==> src/hw/rtl/grid_tie_relay_guard_fsm_defines.svh <==
`ifndef GRID_TIE_RELAY_GUARD_FSM_DEFINES_SVH
`define GRID_TIE_RELAY_GUARD_FSM_DEFINES_SVH

// Implication in the same cycle.
`define GTRG_ASSERT_IMPL(label, clk, rst_n, ante, cons) \
  label: assert property (@(posedge clk) disable iff (!rst_n) (ante) |-> (cons)) \
    else $error("grid tie relay guard: assertion failed");

// Implication in the next cycle.
`define GTRG_ASSERT_NEXT(label, clk, rst_n, ante, cons) \
  label: assert property (@(posedge clk) disable iff (!rst_n) (ante) |=> (cons)) \
    else $error("grid tie relay guard: assertion failed");

`endif

==> src/hw/rtl/gtrg_pkg.sv <==
package gtrg_pkg;

  localparam int unsigned CFG_IDX_W  = 2;
  localparam int unsigned CFG_DATA_W = 8;
  localparam int unsigned IN_DATA_W  = 16;
  localparam int unsigned OUT_DATA_W = 40;

  localparam logic [CFG_IDX_W-1:0] CFG_SYNC_NEEDED = 2'd0;
  localparam logic [CFG_IDX_W-1:0] CFG_COOL_FRAMES = 2'd1;

  localparam logic [7:0] SYNC_NEEDED_RST = 8'd5;
  localparam logic [7:0] COOL_FRAMES_RST = 8'd3;
  localparam logic [6:0] FULL_PCT        = 7'd100;

  typedef enum logic [2:0] {
    MODE_WAIT   = 3'd0,
    MODE_SYNC   = 3'd1,
    MODE_EXPORT = 3'd2,
    MODE_TRIP   = 3'd3,
    MODE_COOL   = 3'd4
  } mode_t;

  localparam logic [2:0] CMD_OPEN   = 3'd0;
  localparam logic [2:0] CMD_HOLD   = 3'd1;
  localparam logic [2:0] CMD_TRACK  = 3'd2;
  localparam logic [2:0] CMD_CLOSE  = 3'd3;
  localparam logic [2:0] CMD_EXPORT = 3'd4;

  localparam logic [3:0] RSN_NONE  = 4'd0;
  localparam logic [3:0] RSN_RELAY = 4'd1;
  localparam logic [3:0] RSN_LOSS  = 4'd2;
  localparam logic [3:0] RSN_COOL  = 4'd3;
  localparam logic [4:0] RSN_FAULT_OFS = 5'd3;
  localparam logic [4:0] RSN_MAX       = 5'd15;

  localparam logic [2:0] Q_FAULT   = 3'd0;
  localparam logic [2:0] Q_RECOV   = 3'd1;
  localparam logic [2:0] Q_SEARCH  = 3'd2;
  localparam logic [2:0] Q_LOCKING = 3'd3;
  localparam logic [2:0] Q_DERATED = 3'd4;
  localparam logic [2:0] Q_LOCKED  = 3'd5;

  typedef struct packed {
    mode_t      mode;
    logic [7:0] sync_cnt;
    logic [7:0] cool_cnt;
  } guard_state_t;

  typedef struct packed {
    logic       grid_live;
    logic       relay_feedback_closed;
    logic       grid_stable;
    logic [3:0] assessed_fault;
    logic [6:0] power_cap_pct;
  } frame_t;

  typedef struct packed {
    logic [2:0] mode;
    logic [2:0] command;
    logic [3:0] reason;
    logic [2:0] quality;
    logic [6:0] export_limit_pct;
    logic [7:0] sync_frames;
    logic [7:0] cooldown_left;
    logic       relay_close_cmd;
  } result_t;

endpackage

==> src/hw/rtl/gtrg_step.sv <==
module gtrg_step
  import gtrg_pkg::*;
(
  input  guard_state_t state,
  input  frame_t       frame,
  input  logic [7:0]   sync_needed,
  input  logic [7:0]   cool_frames,
  output guard_state_t state_nxt,
  output result_t      result
);

  logic [6:0]   cap;
  logic [4:0]   fault_rsn;
  logic [7:0]   cool_dec;
  logic [7:0]   sync_inc;
  logic         do_trip;
  logic [3:0]   trip_rsn;
  logic [2:0]   cmd;
  logic [3:0]   rsn;
  logic [2:0]   qual;
  logic [6:0]   lim;
  logic         close;
  mode_t        mode_eff;
  guard_state_t nxt;

  assign cap       = (frame.power_cap_pct > FULL_PCT) ? FULL_PCT : frame.power_cap_pct;
  assign fault_rsn = {1'b0, frame.assessed_fault} + RSN_FAULT_OFS;
  assign cool_dec  = (state.cool_cnt != 8'd0) ? state.cool_cnt - 8'd1 : 8'd0;
  assign sync_inc  = (state.sync_cnt < sync_needed) ? state.sync_cnt + 8'd1 : state.sync_cnt;

  always_comb begin
    do_trip  = 1'b0;
    trip_rsn = RSN_NONE;
    if (state.mode == MODE_EXPORT && !frame.relay_feedback_closed) begin
      do_trip  = 1'b1;
      trip_rsn = RSN_RELAY;
    end else if (!frame.grid_live &&
                 (state.mode == MODE_SYNC || state.mode == MODE_EXPORT)) begin
      do_trip  = 1'b1;
      trip_rsn = RSN_LOSS;
    end else if (frame.assessed_fault != 4'd0) begin
      do_trip  = 1'b1;
      trip_rsn = (fault_rsn > RSN_MAX) ? RSN_MAX[3:0] : fault_rsn[3:0];
    end
  end

  always_comb begin
    nxt      = state;
    cmd      = CMD_OPEN;
    rsn      = RSN_NONE;
    qual     = Q_SEARCH;
    lim      = 7'd0;
    close    = 1'b0;
    mode_eff = state.mode;
    if (do_trip) begin
      nxt.mode     = MODE_TRIP;
      nxt.sync_cnt = 8'd0;
      nxt.cool_cnt = cool_frames;
      rsn          = trip_rsn;
      qual         = Q_FAULT;
    end else if (state.mode == MODE_TRIP) begin
      nxt.mode = MODE_COOL;
      cmd      = CMD_HOLD;
      rsn      = RSN_COOL;
      qual     = Q_RECOV;
    end else if (state.mode == MODE_COOL && cool_dec != 8'd0) begin
      nxt.cool_cnt = cool_dec;
      cmd          = CMD_HOLD;
      rsn          = RSN_COOL;
      qual         = Q_RECOV;
    end else begin
      // A finished cooldown falls through and is handled as wait grid.
      if (state.mode == MODE_COOL) begin
        mode_eff     = MODE_WAIT;
        nxt.mode     = MODE_WAIT;
        nxt.sync_cnt = 8'd0;
        nxt.cool_cnt = 8'd0;
      end
      if (!frame.grid_live) begin
        nxt.mode     = MODE_WAIT;
        nxt.sync_cnt = 8'd0;
      end else begin
        case (mode_eff)
          MODE_WAIT: begin
            if (frame.grid_stable) begin
              nxt.mode     = MODE_SYNC;
              nxt.sync_cnt = 8'd1;
              cmd          = CMD_TRACK;
              qual         = Q_LOCKING;
            end
          end
          MODE_SYNC: begin
            if (!frame.grid_stable) begin
              nxt.mode     = MODE_WAIT;
              nxt.sync_cnt = 8'd0;
            end else begin
              nxt.sync_cnt = sync_inc;
              if (sync_inc >= sync_needed) begin
                if (frame.relay_feedback_closed) begin
                  nxt.mode = MODE_EXPORT;
                  cmd      = CMD_EXPORT;
                  qual     = (cap < FULL_PCT) ? Q_DERATED : Q_LOCKED;
                  lim      = cap;
                  close    = 1'b1;
                end else begin
                  cmd   = CMD_CLOSE;
                  qual  = Q_LOCKING;
                  close = 1'b1;
                end
              end else begin
                cmd  = CMD_TRACK;
                qual = Q_LOCKING;
              end
            end
          end
          MODE_EXPORT: begin
            cmd   = CMD_EXPORT;
            qual  = (cap < FULL_PCT) ? Q_DERATED : Q_LOCKED;
            lim   = cap;
            close = 1'b1;
          end
          default: begin
          end
        endcase
      end
    end
  end

  assign state_nxt               = nxt;
  assign result.mode             = nxt.mode;
  assign result.command          = cmd;
  assign result.reason           = rsn;
  assign result.quality          = qual;
  assign result.export_limit_pct = lim;
  assign result.sync_frames      = nxt.sync_cnt;
  assign result.cooldown_left    = nxt.cool_cnt;
  assign result.relay_close_cmd  = close;

endmodule

==> src/hw/rtl/grid_tie_relay_guard_fsm.sv <==
// Channel  Direction  Item
// in_      slave      one measurement frame
// out_     master     one guard decision per frame
// cfg_     write      sync target (index 0), cooldown length (index 1)
//
// Each frame is decided in the cycle it is accepted and its result is held in one
// output register, so one item is taken every cycle while out_tready is high.
// in_tready drops only while a result waits in the output register and out_tready is low.
// rst_n is synchronous: mode returns to wait grid, counters clear, registers take 5 and 3.
`include "grid_tie_relay_guard_fsm_defines.svh"

module grid_tie_relay_guard_fsm
  import gtrg_pkg::*;
(
  input  logic                  clk,
  input  logic                  rst_n,
  input  logic                  in_tvalid,
  output logic                  in_tready,
  // grid_live, relay_feedback_closed, grid_stable, assessed_fault[3:0],
  // power_cap_pct[6:0], zero fill
  input  logic [IN_DATA_W-1:0]  in_tdata,
  output logic                  out_tvalid,
  input  logic                  out_tready,
  // mode[2:0], command[2:0], reason[3:0], quality[2:0], export_limit_pct[6:0],
  // sync_frames[7:0], cooldown_left[7:0], relay_close_cmd, zero fill
  output logic [OUT_DATA_W-1:0] out_tdata,
  input  logic                  cfg_wr_en,
  input  logic [CFG_IDX_W-1:0]  cfg_index,
  input  logic [CFG_DATA_W-1:0] cfg_data
);

  guard_state_t            state_r;
  guard_state_t            state_nxt;
  logic [7:0]              sync_need_r;
  logic [7:0]              cool_frames_r;
  logic                    out_valid_r;
  logic [OUT_DATA_W-1:0]   out_data_r;
  logic [OUT_DATA_W-1:0]   out_data_nxt;
  logic                    in_accept;
  frame_t                  frame;
  result_t                 result;

  assign frame.grid_live             = in_tdata[0];
  assign frame.relay_feedback_closed = in_tdata[1];
  assign frame.grid_stable           = in_tdata[2];
  assign frame.assessed_fault        = in_tdata[6:3];
  assign frame.power_cap_pct         = in_tdata[13:7];

  assign in_tready = !out_valid_r || out_tready;
  assign in_accept = in_tvalid && in_tready;

  gtrg_step u_step (
    .state       (state_r),
    .frame       (frame),
    .sync_needed (sync_need_r),
    .cool_frames (cool_frames_r),
    .state_nxt   (state_nxt),
    .result      (result)
  );

  assign out_data_nxt = {3'd0, result.relay_close_cmd, result.cooldown_left,
                         result.sync_frames, result.export_limit_pct, result.quality,
                         result.reason, result.command, result.mode};

  always_ff @(posedge clk) begin
    if (!rst_n) begin
      state_r.mode     <= MODE_WAIT;
      state_r.sync_cnt <= 8'd0;
      state_r.cool_cnt <= 8'd0;
      sync_need_r      <= SYNC_NEEDED_RST;
      cool_frames_r    <= COOL_FRAMES_RST;
      out_valid_r      <= 1'b0;
    end else begin
      if (cfg_wr_en && cfg_index == CFG_SYNC_NEEDED) begin
        sync_need_r <= cfg_data;
      end
      if (cfg_wr_en && cfg_index == CFG_COOL_FRAMES) begin
        cool_frames_r <= cfg_data;
      end
      if (in_accept) begin
        state_r     <= state_nxt;
        out_valid_r <= 1'b1;
      end else if (out_tready) begin
        out_valid_r <= 1'b0;
      end
    end
  end

  always_ff @(posedge clk) begin
    if (in_accept) begin
      out_data_r <= out_data_nxt;
    end
  end

  assign out_tvalid = out_valid_r;
  assign out_tdata  = out_data_r;

  `GTRG_ASSERT_IMPL(a_close_only_synced, clk, rst_n, out_tvalid && out_tdata[36],
                    out_tdata[2:0] == MODE_SYNC || out_tdata[2:0] == MODE_EXPORT)
  `GTRG_ASSERT_IMPL(a_power_only_export, clk, rst_n, out_tvalid && out_tdata[19:13] != 7'd0,
                    out_tdata[2:0] == MODE_EXPORT)
  `GTRG_ASSERT_IMPL(a_trip_clears_sync, clk, rst_n, state_r.mode == MODE_TRIP,
                    state_r.sync_cnt == 8'd0)
  `GTRG_ASSERT_NEXT(a_trip_leads_to_cool, clk, rst_n, in_accept && state_r.mode == MODE_TRIP,
                    state_r.mode == MODE_TRIP || state_r.mode == MODE_COOL)

endmodule

==> config.mk <==
export PLATFORM = sky130hd
export DESIGN_NAME = grid_tie_relay_guard_fsm
export DESIGN_NICKNAME = d
export VERILOG_FILES = /design/src/hw/rtl/gtrg_pkg.sv /design/src/hw/rtl/gtrg_step.sv /design/src/hw/rtl/grid_tie_relay_guard_fsm.sv
export VERILOG_INCLUDE_DIRS = /design/src /design/src/hw/rtl
export SDC_FILE = /design/constraint.sdc
export NUM_CORES = 1
export LEC_CHECK = 0
export ABC_AREA = 1
export BUFFER_PORTS_ARGS = -buffer_cell sky130_fd_sc_hd__buf_2
export CORE_UTILIZATION = 44
export DETAILED_ROUTE_END_ITERATION = 6
export PLACE_DENSITY = 0.72
export SYNTH_ARGS = -nofsm -noshare
export SYNTH_HDL_FRONTEND = slang
export SYNTH_SLANG_ARGS = --single-unit
==> constraint.sdc <==
create_clock -name clk -period 4.1 [get_ports clk]
set_input_delay 0.82 -clock clk [delete_from_list [all_inputs] [get_ports clk]]
set_output_delay 0.82 -clock clk [all_outputs]
set_load 0.05 [all_outputs]
==> results.txt <==
GR peak layer: met2
met3 usage: 0.03589
die height: 101.3 um
Fillers: 914
io pins: 73
CTS Root Buffer Type: clkbuf_8
peak supply drop: 0.0001485 V
CTS tree: built
setup repair bufs after CTS: 0
worst hold path depth: 2
Critical R2R Capture: out_tdata[17]$_SDFFCE_PP0P_
cell row count: 35
Total Routing Usage GR: 0.2133
initial antenna violation count: 0
Yosys cell types: 40
RD Place Congestion: 0.8690
clk_lat worst skew: 0.35 ns
Worst Path Arrival: 3.45 ns
first-pass GRT wire length: 17.28 mm
Crit. End Element: flip-flop
GRT met2 Usage: 0.3386
Setup Total Neg Slack: 0 ns
clock skew: 0.01068 ns
met1 Use GR: 0.2927
Avg WL per Cell: 13.05 um
H-tree depth: 3
Achievable Freq: 0.2978 GHz
worst r2r path cells: 16
clock tree buffer depth: 2
Post-CTS Hold Fix Bufs: 0
Total Die Area: 0.01027 mm^2
Post-DP Area: 0.004761 mm^2
first drt pass iteration count: 7
Post-DRT Antenna Nets: 0
# DRC: 4
CP peak stage delay: 0.45 ns
area of the mapped netlist: 0.004342 mm^2
R2R Path Start: state_r[15]$_SDFFE_PN0P_
fraction of layout instances using a drive strength above 1: 0.1685
via count: 4092
register area share after synthesis: 0.4150
Post-Synthesis Cells: 583
Initial Utilization: 0.4611
Avg Cell Area, Syn: 7.447 um^2
Antenna diodes: 0
Top cell by count, worst path: nand2_1
CP startpoint: state_r[15]$_SDFFE_PN0P_
largest fanout on the critical path: 9
vias in the first global route: 3753
Vias/cell: 5.233
Hold Startpoint: cool_frames_r[1]$_SDFFE_PN1P_
CP Data Required Time: 4.19 ns
Startpoint Class: flip-flop
Core Region: 0.009415 mm^2
Critical Path, Cell by Cell: ha_1 -> a21oi_1 -> o21a_1 -> nand2_1 -> nand2_1 -> nand2_1 -> inv_1 -> ha_1 -> a21oi_1 -> nor2_1 -> nor3_1 -> nand3_1 -> nand3_1 -> nand2_1 -> nand2_1 -> nor2_1
Slew Viols, Final: 0
Synth Warn #: 0
post-route design area: 0.004951 mm^2
status: complete, but fails checks
DRT Wirelength: 10.21 mm
Clock transition at path regs: 0.08 ns
clk sinks: 72
Yosys reg bits: 72
Remaining Overflow, GRT: 0
Die Span X: 101.3 um
PD cells: 377.8 mW/mm^2
Setup Viol. Count Final: 0
CTS Buf Count: 9
# port buffers: 67
RSZ-0062 raised after global routing: no
largest delay contributor family on the critical path: simple AND/OR/NAND/NOR gates
Hold Crit Class: reg2reg
largest net degree at the start of global routing: 31
hold worst-path end: cool_frames_r[1]$_SDFFE_PN1P_
Register Area: 0.001802 mm^2
failing checks: DRC
Worst-Margin Slew: 0.8604 ns
worst reg2reg setup slack: 0.74 ns
hpwl dp: 7.559 mm
area of the multi-input gates: 0.002083 mm^2
Fin. Hold Viols: 0
Tcrit/Tclk final: 0.8191
Maximum Capacitance Violations: 0
post-cts sizing count: 0
CP bufs+invs: 1
Iter 0 DRT Violations: 271
Crit Path Class: reg2reg
Slew HR: 0.4243
LEAKAGE: 2.463 nW
nets: 698
Critical Path Slowest Stage Cell: dfxtp_1
area grow syn2layout: 14.03%
Tmin final: 3.358 ns
-- placed cells by master, fill, tap and decap left out, types with 3 or more instances in the layout --
cell type | netlist | routed
nand2_1 | 113 | 113
inv_1 | 91 | 90
buf_2 | 2 | 67
nand3_1 | 59 | 59
nor2_1 | 50 | 50
a21oi_1 | 48 | 48
o21ai_0 | 45 | 45
dfxtp_1 | 36 | 36
edfxtp_1 | 36 | 36
ha_1 | 19 | 19
nand4_1 | 10 | 10
clkbuf_8 | 0 | 9
o21ai_1 | 8 | 8
inv_2 | 5 | 6
nor3_1 | 5 | 5
nor2_4 | 5 | 5
nand2_2 | 4 | 4
xor2_1 | 4 | 4
nor2_2 | 3 | 3
nand2_4 | 3 | 3
o21a_1 | 3 | 3
a31oi_1 | 3 | 3
conb_1 | 1 | 3
-- through the flow --
stage / setup WS (ns) / util / hold WS (ns) / power, mW / instances
6_report: 0.7415 / 0.5258 / 0.4667 / 1.870 / 782
5_1_grt: 0.5675 / 0.5258 / 0.5331 / 1.978 / 782
4_1_cts: 0.8557 / 0.5258 / 0.4697 / 1.872 / 782
3_5_place_dp: 0.8833 / 0.5056 / 0.4467 / 1.332 / 766
3_3_place_gp: 0.8826 / 0.5056 / 0.4455 / 1.320 / 766
2_1_floorplan: 0.8407 / - / 0.4293 / 1.220 / 585
-- metal layers --
metal | share of wire | up-vias
met4 | 0.015 | 0
li1 | - | 2048
met3 | 0.068 | 14
met5 | 0 | -
met2 | 0.44 | 189
met1 | 0.47 | 1841
-- report_power, final --
part	switching, mW	internal, mW	total (mW)	leakage, nW
Clock	0.285	0.261	0.545	0.0994
Sequential	0.0321	0.800	0.832	0.653
Combinational	0.347	0.146	0.493	1.71
Total	0.664	1.21	1.87	2.46
-- synthesized netlist by cell type (all sizes together) --
| library cell | n | area, um^2 |
|---|---|---|
| o21a | 3 | 22.52 |
| dfxtp | 36 | 720.7 |
| buf | 9 | 70.07 |
| nand3b | 1 | 7.510 |
| a211oi | 1 | 12.51 |
| a21oi | 50 | 265.3 |
| nand4 | 10 | 62.56 |
| clkinv | 1 | 3.750 |
| xnor2 | 1 | 8.760 |
| clkbuf | 8 | 30.03 |
| nor4 | 1 | 6.260 |
| nor3 | 6 | 35.03 |
| o211ai | 1 | 7.510 |
| o311ai | 1 | 8.760 |
| a31oi | 3 | 18.77 |
| and2 | 1 | 6.260 |
| o22ai | 1 | 6.260 |
| ha | 19 | 237.7 |
| nand3 | 60 | 305.3 |
| inv | 96 | 360.3 |
| edfxtp | 36 | 1081 |
| o41ai | 1 | 8.760 |
| conb | 1 | 3.750 |
| and3 | 1 | 6.260 |
| nor2 | 58 | 262.8 |
| o21ai | 53 | 265.3 |
| nand2 | 120 | 483.0 |
| xor2 | 4 | 35.03 |
-- layout make-up --
| type | instances | area share |
|---|---|---|
| well taps | 129 | 0.03260 |
| multi-input cells | 399 | 0.4208 |
| clock inverters | 5 | 0.007581 |
| repair buffers | 69 | 0.07076 |
| flip-flops and latches | 72 | 0.3639 |
| clock buffers | 11 | 0.03083 |
| inverters | 97 | 0.07354 |
-- sequential cells by signal (all words and copies together) (netlist names) --
| signal | flops |
|---|---|
| cool_frames_r | 8 |
| out_tdata | 36 |
| out_tvalid | 1 |
| state_r | 19 |
| sync_need_r | 8 |
-- kinds of logic after synthesis --
logic type / synth area share
DFF: 0.4150
xor gates and xnor gates: 0.01009
other: 0.0008637
adders and majority gates: 0.05476
buffers and inverters: 0.1069
AOI/OAI and AO/OA: 0.1418
and+or+nand+nor: 0.2706
-- worst register-to-register path, stage by stage, from the launching register on --
cell and delay (ns):
dfxtp_1 0.45, ha_1 0.29, a21oi_1 0.16, o21a_1 0.33, nand2_1 0.27, nand2_1 0.15
nand2_1 0.08, inv_1 0.06, ha_1 0.23, a21oi_1 0.13, nor2_1 0.05, nor3_1 0.12
nand3_1 0.21, nand3_1 0.20, nand2_1 0.11, nand2_1 0.21, nor2_1 0.06
-- how the worst max path moves through the flow --
stage / end / cells after the start
after floorplan: out_tdata[0]$_DFFE_PP_ / 5
after global placement: out_tdata[17]$_SDFFCE_PP0P_ / 16
after detailed placement: out_tdata[12]$_SDFFCE_PP0P_ / 16
after CTS: out_tdata[12]$_SDFFCE_PP0P_ / 16
after global routing: out_tdata[17]$_SDFFCE_PP0P_ / 16
final: out_tdata[17]$_SDFFCE_PP0P_ / 16
Note: power is estimated with default switching activity, not from simulation.
